### src/rtl/sws_pkg.sv
// sws_pkg: shared types and constants for the shell word splitter.
// Kind, character, bracket and quote, and action codes and control structs.
// No dependencies.
`timescale 1ns / 1ps

package sws_pkg;

    localparam logic [1:0] KIND_CHAR = 2'd0;
    localparam logic [1:0] KIND_LINE = 2'd1;
    localparam logic [1:0] KIND_EOI  = 2'd2;

    localparam logic [2:0] ACT_KEPT      = 3'd0;
    localparam logic [2:0] ACT_CLOSE     = 3'd1;
    localparam logic [2:0] ACT_SYNTAX    = 3'd2;
    localparam logic [2:0] ACT_UNMATCHED = 3'd3;
    localparam logic [2:0] ACT_OVERFLOW  = 3'd4;

    localparam logic [2:0] CODE_PAREN  = 3'd0;
    localparam logic [2:0] CODE_SQUARE = 3'd1;
    localparam logic [2:0] CODE_CURLY  = 3'd2;
    localparam logic [2:0] CODE_BTICK  = 3'd3;
    localparam logic [2:0] CODE_SQUOTE = 3'd4;
    localparam logic [2:0] CODE_DQUOTE = 3'd5;
    localparam logic [2:0] CODE_NONE   = 3'd7;

    localparam logic [7:0] CH_TAB       = 8'h09;
    localparam logic [7:0] CH_NL        = 8'h0A;
    localparam logic [7:0] CH_SPACE     = 8'h20;
    localparam logic [7:0] CH_DQUOTE    = 8'h22;
    localparam logic [7:0] CH_SQUOTE    = 8'h27;
    localparam logic [7:0] CH_LPAREN    = 8'h28;
    localparam logic [7:0] CH_RPAREN    = 8'h29;
    localparam logic [7:0] CH_LSQUARE   = 8'h5B;
    localparam logic [7:0] CH_BACKSLASH = 8'h5C;
    localparam logic [7:0] CH_RSQUARE   = 8'h5D;
    localparam logic [7:0] CH_BTICK     = 8'h60;
    localparam logic [7:0] CH_LCURLY    = 8'h7B;
    localparam logic [7:0] CH_RCURLY    = 8'h7D;

    typedef struct packed {
        logic push;
        logic pop;
    } t_stack_op;

    typedef struct packed {
        logic empty;
        logic full;
    } t_stack_stat;

    typedef struct packed {
        logic [2:0] action;
        t_stack_op  op;
        logic       clear;
        logic       esc_next;
        logic [2:0] push_code;
    } t_step;

endpackage

### src/rtl/shell_word_splitter.sv
// shell_word_splitter: top level of the shell word splitter.
// Instantiates sws_ctrl and a row of sws_cell entries; depends on sws_pkg.
`timescale 1ns / 1ps

// Takes one character beat per cycle while o_ready is high and returns a
// result beat for each in the cycle after acceptance through a single output
// register; a new beat is accepted in the same cycle the pending result is
// taken, so the sustained rate is one beat per clock while i_ready holds. The
// open brackets and quotes sit in a row of STACK_DEPTH shift cells whose
// first cell is the stack top; a push or pop shifts the row by one place, and
// the classify logic reads only the top cell, the fill count and the escape
// flag. o_nesting carries the low five bits of the fill count after the beat.
module shell_word_splitter
    import sws_pkg::*;
#(
    parameter int STACK_DEPTH = 16
) (
    input  logic       i_clk,
    input  logic       i_rst_n,
    input  logic       i_valid,
    output logic       o_ready,
    input  logic [1:0] i_kind,
    input  logic [7:0] i_key,
    output logic       o_valid,
    input  logic       i_ready,
    output logic [2:0] o_action,
    output logic [7:0] o_key_out,
    output logic [4:0] o_nesting
);

    localparam int CW = $clog2(STACK_DEPTH + 1);
    localparam logic [CW-1:0] FULL_COUNT = CW'(STACK_DEPTH);

    logic [CW-1:0] r_count;
    logic [CW-1:0] n_count;
    logic          r_esc;
    logic          n_esc;
    logic          r_out_valid;
    logic [2:0]    r_action;
    logic [7:0]    r_key;
    logic [4:0]    r_nesting;

    logic          w_accept;
    t_stack_stat   w_stat;
    t_step         w_step;
    t_stack_op     w_op;
    logic [2:0]    w_code [STACK_DEPTH];
    logic [CW+4:0] w_count_ext;

    assign o_ready  = !r_out_valid || i_ready;
    assign w_accept = i_valid && o_ready;

    assign w_stat.empty = (r_count == '0);
    assign w_stat.full  = (r_count == FULL_COUNT);

    sws_ctrl u_ctrl (
        .i_kind (i_kind),
        .i_key  (i_key),
        .i_top  (w_code[0]),
        .i_stat (w_stat),
        .i_esc  (r_esc),
        .o_step (w_step)
    );

    assign w_op.push = w_accept && w_step.op.push;
    assign w_op.pop  = w_accept && w_step.op.pop;

    for (genvar g = 0; g < STACK_DEPTH; g++) begin : g_cell
        logic [2:0] w_above;
        logic [2:0] w_below;
        if (g == 0) begin : g_top
            assign w_above = w_step.push_code;
        end else begin : g_mid
            assign w_above = w_code[g-1];
        end
        if (g == STACK_DEPTH - 1) begin : g_bot
            assign w_below = w_code[g];
        end else begin : g_up
            assign w_below = w_code[g+1];
        end
        sws_cell u_cell (
            .i_clk   (i_clk),
            .i_op    (w_op),
            .i_above (w_above),
            .i_below (w_below),
            .o_code  (w_code[g])
        );
    end

    always_comb begin
        n_count = r_count;
        n_esc   = r_esc;
        if (w_accept) begin
            n_esc = w_step.esc_next;
            if (w_step.clear) begin
                n_count = '0;
            end else if (w_step.op.push) begin
                n_count = r_count + CW'(1);
            end else if (w_step.op.pop) begin
                n_count = r_count - CW'(1);
            end
        end
    end

    assign w_count_ext = {5'b0, n_count};

    always_ff @(posedge i_clk) begin
        if (!i_rst_n) begin
            r_count     <= '0;
            r_esc       <= 1'b0;
            r_out_valid <= 1'b0;
        end else begin
            r_count <= n_count;
            r_esc   <= n_esc;
            if (w_accept) begin
                r_out_valid <= 1'b1;
            end else if (i_ready) begin
                r_out_valid <= 1'b0;
            end
        end
    end

    always_ff @(posedge i_clk) begin
        if (w_accept) begin
            r_action  <= w_step.action;
            r_key     <= i_key;
            r_nesting <= w_count_ext[4:0];
        end
    end

    assign o_valid   = r_out_valid;
    assign o_action  = r_action;
    assign o_key_out = r_key;
    assign o_nesting = r_nesting;

`ifndef NO_ASSERTIONS
    a_count_bound: assert property (@(posedge i_clk) disable iff (!i_rst_n)
        r_count <= FULL_COUNT)
        else $error("stack count beyond depth");

    a_eoi_clears: assert property (@(posedge i_clk) disable iff (!i_rst_n)
        (w_accept && i_kind == KIND_EOI) |=>
            (o_valid && o_nesting == 5'd0 && o_action == ACT_CLOSE && r_count == '0))
        else $error("end of input did not clear state");

    a_overflow_full: assert property (@(posedge i_clk) disable iff (!i_rst_n)
        (o_valid && o_action == ACT_OVERFLOW) |-> (r_count == FULL_COUNT))
        else $error("overflow reported with stack not full");

    a_push_pop_excl: assert property (@(posedge i_clk) disable iff (!i_rst_n)
        !(w_step.op.push && w_step.op.pop))
        else $error("push and pop in the same beat");
`endif

endmodule

### src/rtl/sws_cell.sv
// sws_cell: one entry of the bracket and quote stack.
// Shifts toward the bottom on push and toward the top on pop.
// Depends on sws_pkg.
`timescale 1ns / 1ps

module sws_cell
    import sws_pkg::*;
(
    input  logic       i_clk,
    input  t_stack_op  i_op,
    input  logic [2:0] i_above,
    input  logic [2:0] i_below,
    output logic [2:0] o_code
);

    logic [2:0] r_code;
    logic [2:0] n_code;

    always_comb begin
        n_code = r_code;
        if (i_op.push) begin
            n_code = i_above;
        end else if (i_op.pop) begin
            n_code = i_below;
        end
    end

    always_ff @(posedge i_clk) begin
        r_code <= n_code;
    end

    assign o_code = r_code;

endmodule

### src/rtl/sws_ctrl.sv
// sws_ctrl: classifies one beat against the stack top and escape flag.
// Produces the action code and the stack and flag updates.
// Depends on sws_pkg.
`timescale 1ns / 1ps

module sws_ctrl
    import sws_pkg::*;
(
    input  logic [1:0]  i_kind,
    input  logic [7:0]  i_key,
    input  logic [2:0]  i_top,
    input  t_stack_stat i_stat,
    input  logic        i_esc,
    output t_step       o_step
);

    logic [2:0] w_top;
    logic [2:0] w_oc;
    logic       w_closer;
    logic       w_blank;
    logic       w_top_quote;
    logic [7:0] w_match;
    logic       w_match_ok;

    always_comb begin
        case (i_key)
            CH_LPAREN:  w_oc = CODE_PAREN;
            CH_LSQUARE: w_oc = CODE_SQUARE;
            CH_LCURLY:  w_oc = CODE_CURLY;
            CH_BTICK:   w_oc = CODE_BTICK;
            CH_SQUOTE:  w_oc = CODE_SQUOTE;
            CH_DQUOTE:  w_oc = CODE_DQUOTE;
            default:    w_oc = CODE_NONE;
        endcase
    end

    always_comb begin
        case (w_top)
            CODE_PAREN:  w_match = CH_RPAREN;
            CODE_SQUARE: w_match = CH_RSQUARE;
            CODE_CURLY:  w_match = CH_RCURLY;
            default:     w_match = 8'h00;
        endcase
    end

    assign w_top       = i_stat.empty ? CODE_NONE : i_top;
    assign w_closer    = (i_key == CH_RPAREN) || (i_key == CH_RSQUARE)
                      || (i_key == CH_RCURLY);
    assign w_blank     = (i_key == CH_SPACE) || (i_key == CH_TAB) || (i_key == CH_NL);
    assign w_top_quote = (w_top == CODE_BTICK) || (w_top == CODE_SQUOTE)
                      || (w_top == CODE_DQUOTE);
    assign w_match_ok  = (w_top == CODE_PAREN) || (w_top == CODE_SQUARE)
                      || (w_top == CODE_CURLY);

    always_comb begin
        o_step           = '0;
        o_step.esc_next  = i_esc;
        o_step.push_code = w_oc;
        o_step.action    = ACT_SYNTAX;
        unique case (i_kind)
            KIND_CHAR: begin
                if (i_key == CH_BACKSLASH && w_top != CODE_SQUOTE) begin
                    o_step.esc_next = !i_esc;
                    o_step.action   = i_esc ? ACT_KEPT : ACT_SYNTAX;
                end else if (w_blank && !w_top_quote) begin
                    o_step.esc_next = 1'b0;
                    o_step.action   = i_esc ? ACT_KEPT : ACT_CLOSE;
                end else if (w_oc == CODE_NONE && !w_closer) begin
                    o_step.esc_next = 1'b0;
                    o_step.action   = ACT_KEPT;
                end else if (w_top != CODE_SQUOTE && i_esc) begin
                    o_step.esc_next = 1'b0;
                    o_step.action   = ACT_KEPT;
                end else begin
                    o_step.esc_next = 1'b0;
                    if (w_top_quote) begin
                        if (w_oc == w_top) begin
                            o_step.op.pop = 1'b1;
                            o_step.action = ACT_SYNTAX;
                        end else begin
                            o_step.action = ACT_KEPT;
                        end
                    end else if (w_match_ok && i_key == w_match) begin
                        o_step.op.pop = 1'b1;
                        o_step.action = ACT_SYNTAX;
                    end else if (w_closer) begin
                        o_step.action = ACT_UNMATCHED;
                    end else if (i_stat.full) begin
                        o_step.action = ACT_OVERFLOW;
                    end else begin
                        o_step.op.push = 1'b1;
                        o_step.action  = ACT_SYNTAX;
                    end
                end
            end
            KIND_LINE: begin
                o_step.esc_next = 1'b0;
                o_step.action   = ACT_CLOSE;
            end
            KIND_EOI: begin
                o_step.esc_next = 1'b0;
                o_step.clear    = 1'b1;
                o_step.action   = ACT_CLOSE;
            end
            default: begin
                o_step.action = ACT_SYNTAX;
            end
        endcase
    end

endmodule
### config.mk
export PLATFORM = sky130hd
export DESIGN_NAME = shell_word_splitter
export DESIGN_NICKNAME = d
export VERILOG_FILES = /design/src/rtl/sws_pkg.sv /design/src/rtl/shell_word_splitter.sv /design/src/rtl/sws_cell.sv /design/src/rtl/sws_ctrl.sv
export SDC_FILE = /design/constraint.sdc
export NUM_CORES = 1
export LEC_CHECK = 0
export BUFFER_PORTS_ARGS = -buffer_cell sky130_fd_sc_hd__buf_2
export CAP_MARGIN = 20
export CORE_ASPECT_RATIO = 1.25
export CORE_MARGIN = 2
export CORE_UTILIZATION = 30
export DETAILED_ROUTE_END_ITERATION = 12
export HOLD_SLACK_MARGIN = 0.03
export PLACE_DENSITY = 0.49
export SETUP_SLACK_MARGIN = 0.5
export SLEW_MARGIN = 20
export SYNTH_ARGS = -nofsm -noshare
export SYNTH_HDL_FRONTEND = slang
export SYNTH_HIERARCHICAL = 1
export SYNTH_SLANG_ARGS = --single-unit
### constraint.sdc
create_clock -name i_clk -period 5 [get_ports i_clk]
set_clock_uncertainty 0.15 [all_clocks]
set_input_delay 0.25 -clock i_clk [delete_from_list [all_inputs] [get_ports i_clk]]
set_output_delay 0.25 -clock i_clk [all_outputs]
set_load 0.03 [all_outputs]
# Word-level counts from Yosys, hierarchy flattened
# Index checks and enable logic that the tools add are counted.
# op_classes
add_sub_neg	2
mul	0
div	0
n_lt_le_gt_ge	0
eq_ne	25
n_shift	0
n_mux	66
bitwise_logic	0
n_reduce_logical	29
# op_table
operator	n
$mux 3	39
$eq 8x7->1 const B	6
$eq 8x6->1 const B	5
$pmux 7 s3	1
$mux 5	4
$pmux 3 s6	1
$eq 8x4->1 const B	2
$mux 2	7
$mux 1	12
$eq 3x3->1 const B	3
$logic_or 1x1->1	9
$eq 8x7->1	1
$logic_and 1x1->1	8
$eq 3x2->1 const B	2
$pmux 3 s2	1
$reduce_bool 2->1	3
$add 5x1->5 const B	1
$eq 5x5->1 const B	1
$logic_not 5->1	1
$sub 5x1->5 const B	1
$logic_not 1->1	4
$eq 3x1->1 const B	1
$eq 3x3->1	1
$logic_not 3->1	1
7 further kinds	7
# word_totals
regBits	71
latch_bits	0
mem_bits_rw	0
rom_bits	0
n_memories	0

# Longest topological paths before layout
# logic_depth
ltp_word	17
mapped_depth	14

# Cells and area by module
# The synthesis kept the hierarchy.
# modules_own_cells
module	instances	cells_per_inst	area_per_inst_um2	seq_area_each_um2
sws_cell	16	7	130.1	90.1
shell_word_splitter	1	72	962.2	620.6
sws_ctrl	1	82	583.1	0.0

# Worst setup path after synthesis
# Ideal clock, no wire load.
# synth_timing
kind	reg2reg
startpoint	reg r_count[0]
endpoint	reg g_cell[0].u_cell.r_code[0] (data pin)
t_arrival_ns	4.806
required_time_ns	4.588
setup_slack_ns	-0.217
stages_incl_launch_ff	12
path_buffers	1
cell_sequence	dfxtp_1 inv_1 ha_1 nor4b_1 a21oi_1 nor2_1 nand2_1 nor2_1 buf_6 inv_1 nor2_1 mux2_2
# synth_lines
item	line_no	text
start, declared	shell_word_splitter.sv:34	logic [CW-1:0] r_count;
start signal, assigned	shell_word_splitter.sv:113	r_count <= n_count;
end signal, assigned	sws_cell.sv:29	r_code <= n_code;
end, declared	sws_cell.sv:16	logic [2:0] r_code;

==> metrics <==
Clock Tree Buf Depth=2; die height=127 um; Seq pwr share=46.6%; status=finished, final reports clean; Peak Freq=260 MHz; drt first pass iters=4; Final Hold Fails=0; FP Rows=44; Clock Latency Late Sink=0.33 ns; Post-CTS Setup Inserts=0; Yosys cell types=56; Global Route Usage Sum=11.5%; Final #Nets=326; CP endpoint kind=register; top cells by area, synth=edfxtp_1 53%, mux2_2 15%, dfxtp_1 3.9%; vias per cell=4.80; area fraction of the dominant cell type after synthesis=53.0%; hold crit path type=primary input to register; hold_buf cts=2; DR DRC count=0; H-tree levels=3; largest net degree at the start of global routing=65; register clock-pin slew on the reported worst setup and hold paths=0.06 ns; Clock Sinks=71; leading area contributor after synthesis=edfxtp_1; VDD IR max=0.000162 V; Core Area=11700 um2; cts repair resizes=0; # fillers=1142; synthesis-to-finish area growth=19.0%; power share of the clock group=48.4%; clk root buf=clkbuf_16; synth warn=6; Slew @ Worst Pin=0.680 ns; final instance area=4320 um2; most frequent cells in the layout=64 x edfxtp_1, 48 x mux2_2, 31 x buf_2; clock tree from TritonCTS=built; commonest non-fill, non-tap cell in the layout=edfxtp_1; per-cell routed wire length=14.5 um; dpl ws=0.904 ns; Crit Path Class=register to register; Max Slew Vio Count=0; Die W=102 um; DP HPWL=4850 um; crit-path max FO=64; gpl congestion=0.790; Setup TNS=0 ns; P_int=1.10 mW; Max Cap Viol=0; die area=13000 um2; Switching Power=0.294 mW; Hold Path Cell Cnt=1; Post-synth EDFFs=64; Req. time, crit path=4.93 ns; Reg area=2060 um2; Power Dens Cells=324 nW/um2; Post-synth ARST share=0%; Seq/Total Area, Yosys=56.8%; vias=2272; drt initial violations=76; share of layout cells above drive strength 1=41.7%; I/O Buffers=31; worst setup margin=1.15 ns; Antenna Cells=0; Post-DP Area=3980 um2; RSZ-0062 raised after global routing=no; Period Utilization, post-route=77.0%; FF+latch count, synth=71; setup violators final=0; fin util=36.8%; Gate power share=5.0%; area of the multi-input gates=1510 um2; Post-Route WL=6870 um; Sw Share=21.0%; Cell Area, Synth=3630 um2; reg2reg path depth=13; remaining global-route overflow=0; Antenna Nets Post-Route=0; Syn Area/Cell=13.6 um2; # IOs=32; number of global-route vias before repair=2271; Worst Path Arrival=3.78 ns; Initial Util=30.9%; initial antenna violation count=0; Tmin final=3.85 ns; Syn Inst Count=266; Syn Nets=285; Slew headroom=54.5%; Pleak=1.54 nW; global-route wire length before repair=11400 um; total CTS buffers=9; Main synth FF type=edfxtp_1; Critical Path Source Type=register
-- through the flow --
stage	total power, mW	instances	hold WS [ns]
5_1_grt	1.45	473	0.0602
3_5_place_dp	0.733	455	0.371
3_3_place_gp	0.734	455	0.370
6_report	1.40	473	0.0554
2_1_floorplan	0.710	266	0.199
4_1_cts	1.42	473	0.0470
-- Yosys cell counts (all sizes together), types with 2 or more instances --
cell / n
a21boi: 3
a21o: 2
a21oi: 10
a311oi: 2
a31oi: 3
and2: 3
and3: 2
and4: 2
and4bb: 2
buf: 4
dfxtp: 7
edfxtp: 64
ha: 5
inv: 9
mux2: 48
nand2: 9
nand2b: 3
nand3b: 2
nand4b: 2
nor2: 13
nor3: 5
nor3b: 3
nor4: 2
nor4b: 5
o2111ai: 2
o21ai: 9
o2bb2ai: 2
or2: 18
or3: 2
or3b: 2
xnor2: 2
xor2: 5
-- cell type report --
| type | count | area share [%] |
|---|---|---|
| tap | 161 | 4.67 |
| timing repair buffer | 34 | 4.52 |
| inverter | 9 | 0.783 |
| clock buffer | 9 | 5.22 |
| sequential | 71 | 47.8 |
| multi-input combinational | 182 | 35.0 |
| clock inverter | 7 | 2.03 |
-- cell families (layout without fill, tap and decap cells) --
logic type                 after synthesis  count (layout)  share of synthesized area (%)
buffers and inverters                   13              59                           1.90
adders and majority gates                5               5                           1.72
and+or+nand+nor                         79              79                           14.6
muxes                                   49              49                           15.2
DFF                                     71              71                           56.8
AOI/OAI and AO/OA                       42              42                           8.07
xor gates and xnor gates                 7               7                           1.69
-- power groups by stage --
stage                     clock network [mW]  logic, mW  registers, mW
after global placement                     0     0.0691          0.665
after global routing                   0.717     0.0770          0.653
after detailed placement                   0     0.0688          0.665
after floorplan                            0     0.0291          0.681
after CTS                              0.695     0.0702          0.652
final                                  0.676     0.0695          0.652
-- sequential cells by signal, indices dropped and copies added, names as in the netlist --
signal	count
g_cell.u_cell/o_code	48
o_nesting	5
o_key_out	8
r_count	5
r_esc	1
o_valid	1
o_action	3
-- path summary, 6_finish.rpt --
check	startpoint	to	slack, ns
min	i_key[5]	o_key_out[5]	0.06
max	r_count[1]	g_cell[5].u_cell/o_code[1]	1.15
max reg2reg	r_count[1]	g_cell[5].u_cell/o_code[1]	1.15
min reg2reg	r_esc	r_esc	0.39
-- routing by layer --
layer	vias up	global-route usage [%]	part of all wire, %
li1	1110	-	-
met1	1103	13.8	44
met2	48	19.0	50
met3	11	3.42	3.8
met4	0	4.94	1.8
met5	-	0	0
-- critical path, stage by stage, from the launching register on --
cell	delay, ns
dfxtp_1	0.44
inv_1	0.07
ha_1	0.22
nor4b_2	0.22
nor3_1	0.29
and2_1	0.18
o21ai_0	0.14
nor2_1	0.20
nand2_1	0.10
nor2_1	0.53
inv_1	0.19
nor2_4	0.17
buf_12	0.27
mux2_2	0.38
(Power assumes the default switching activity.)
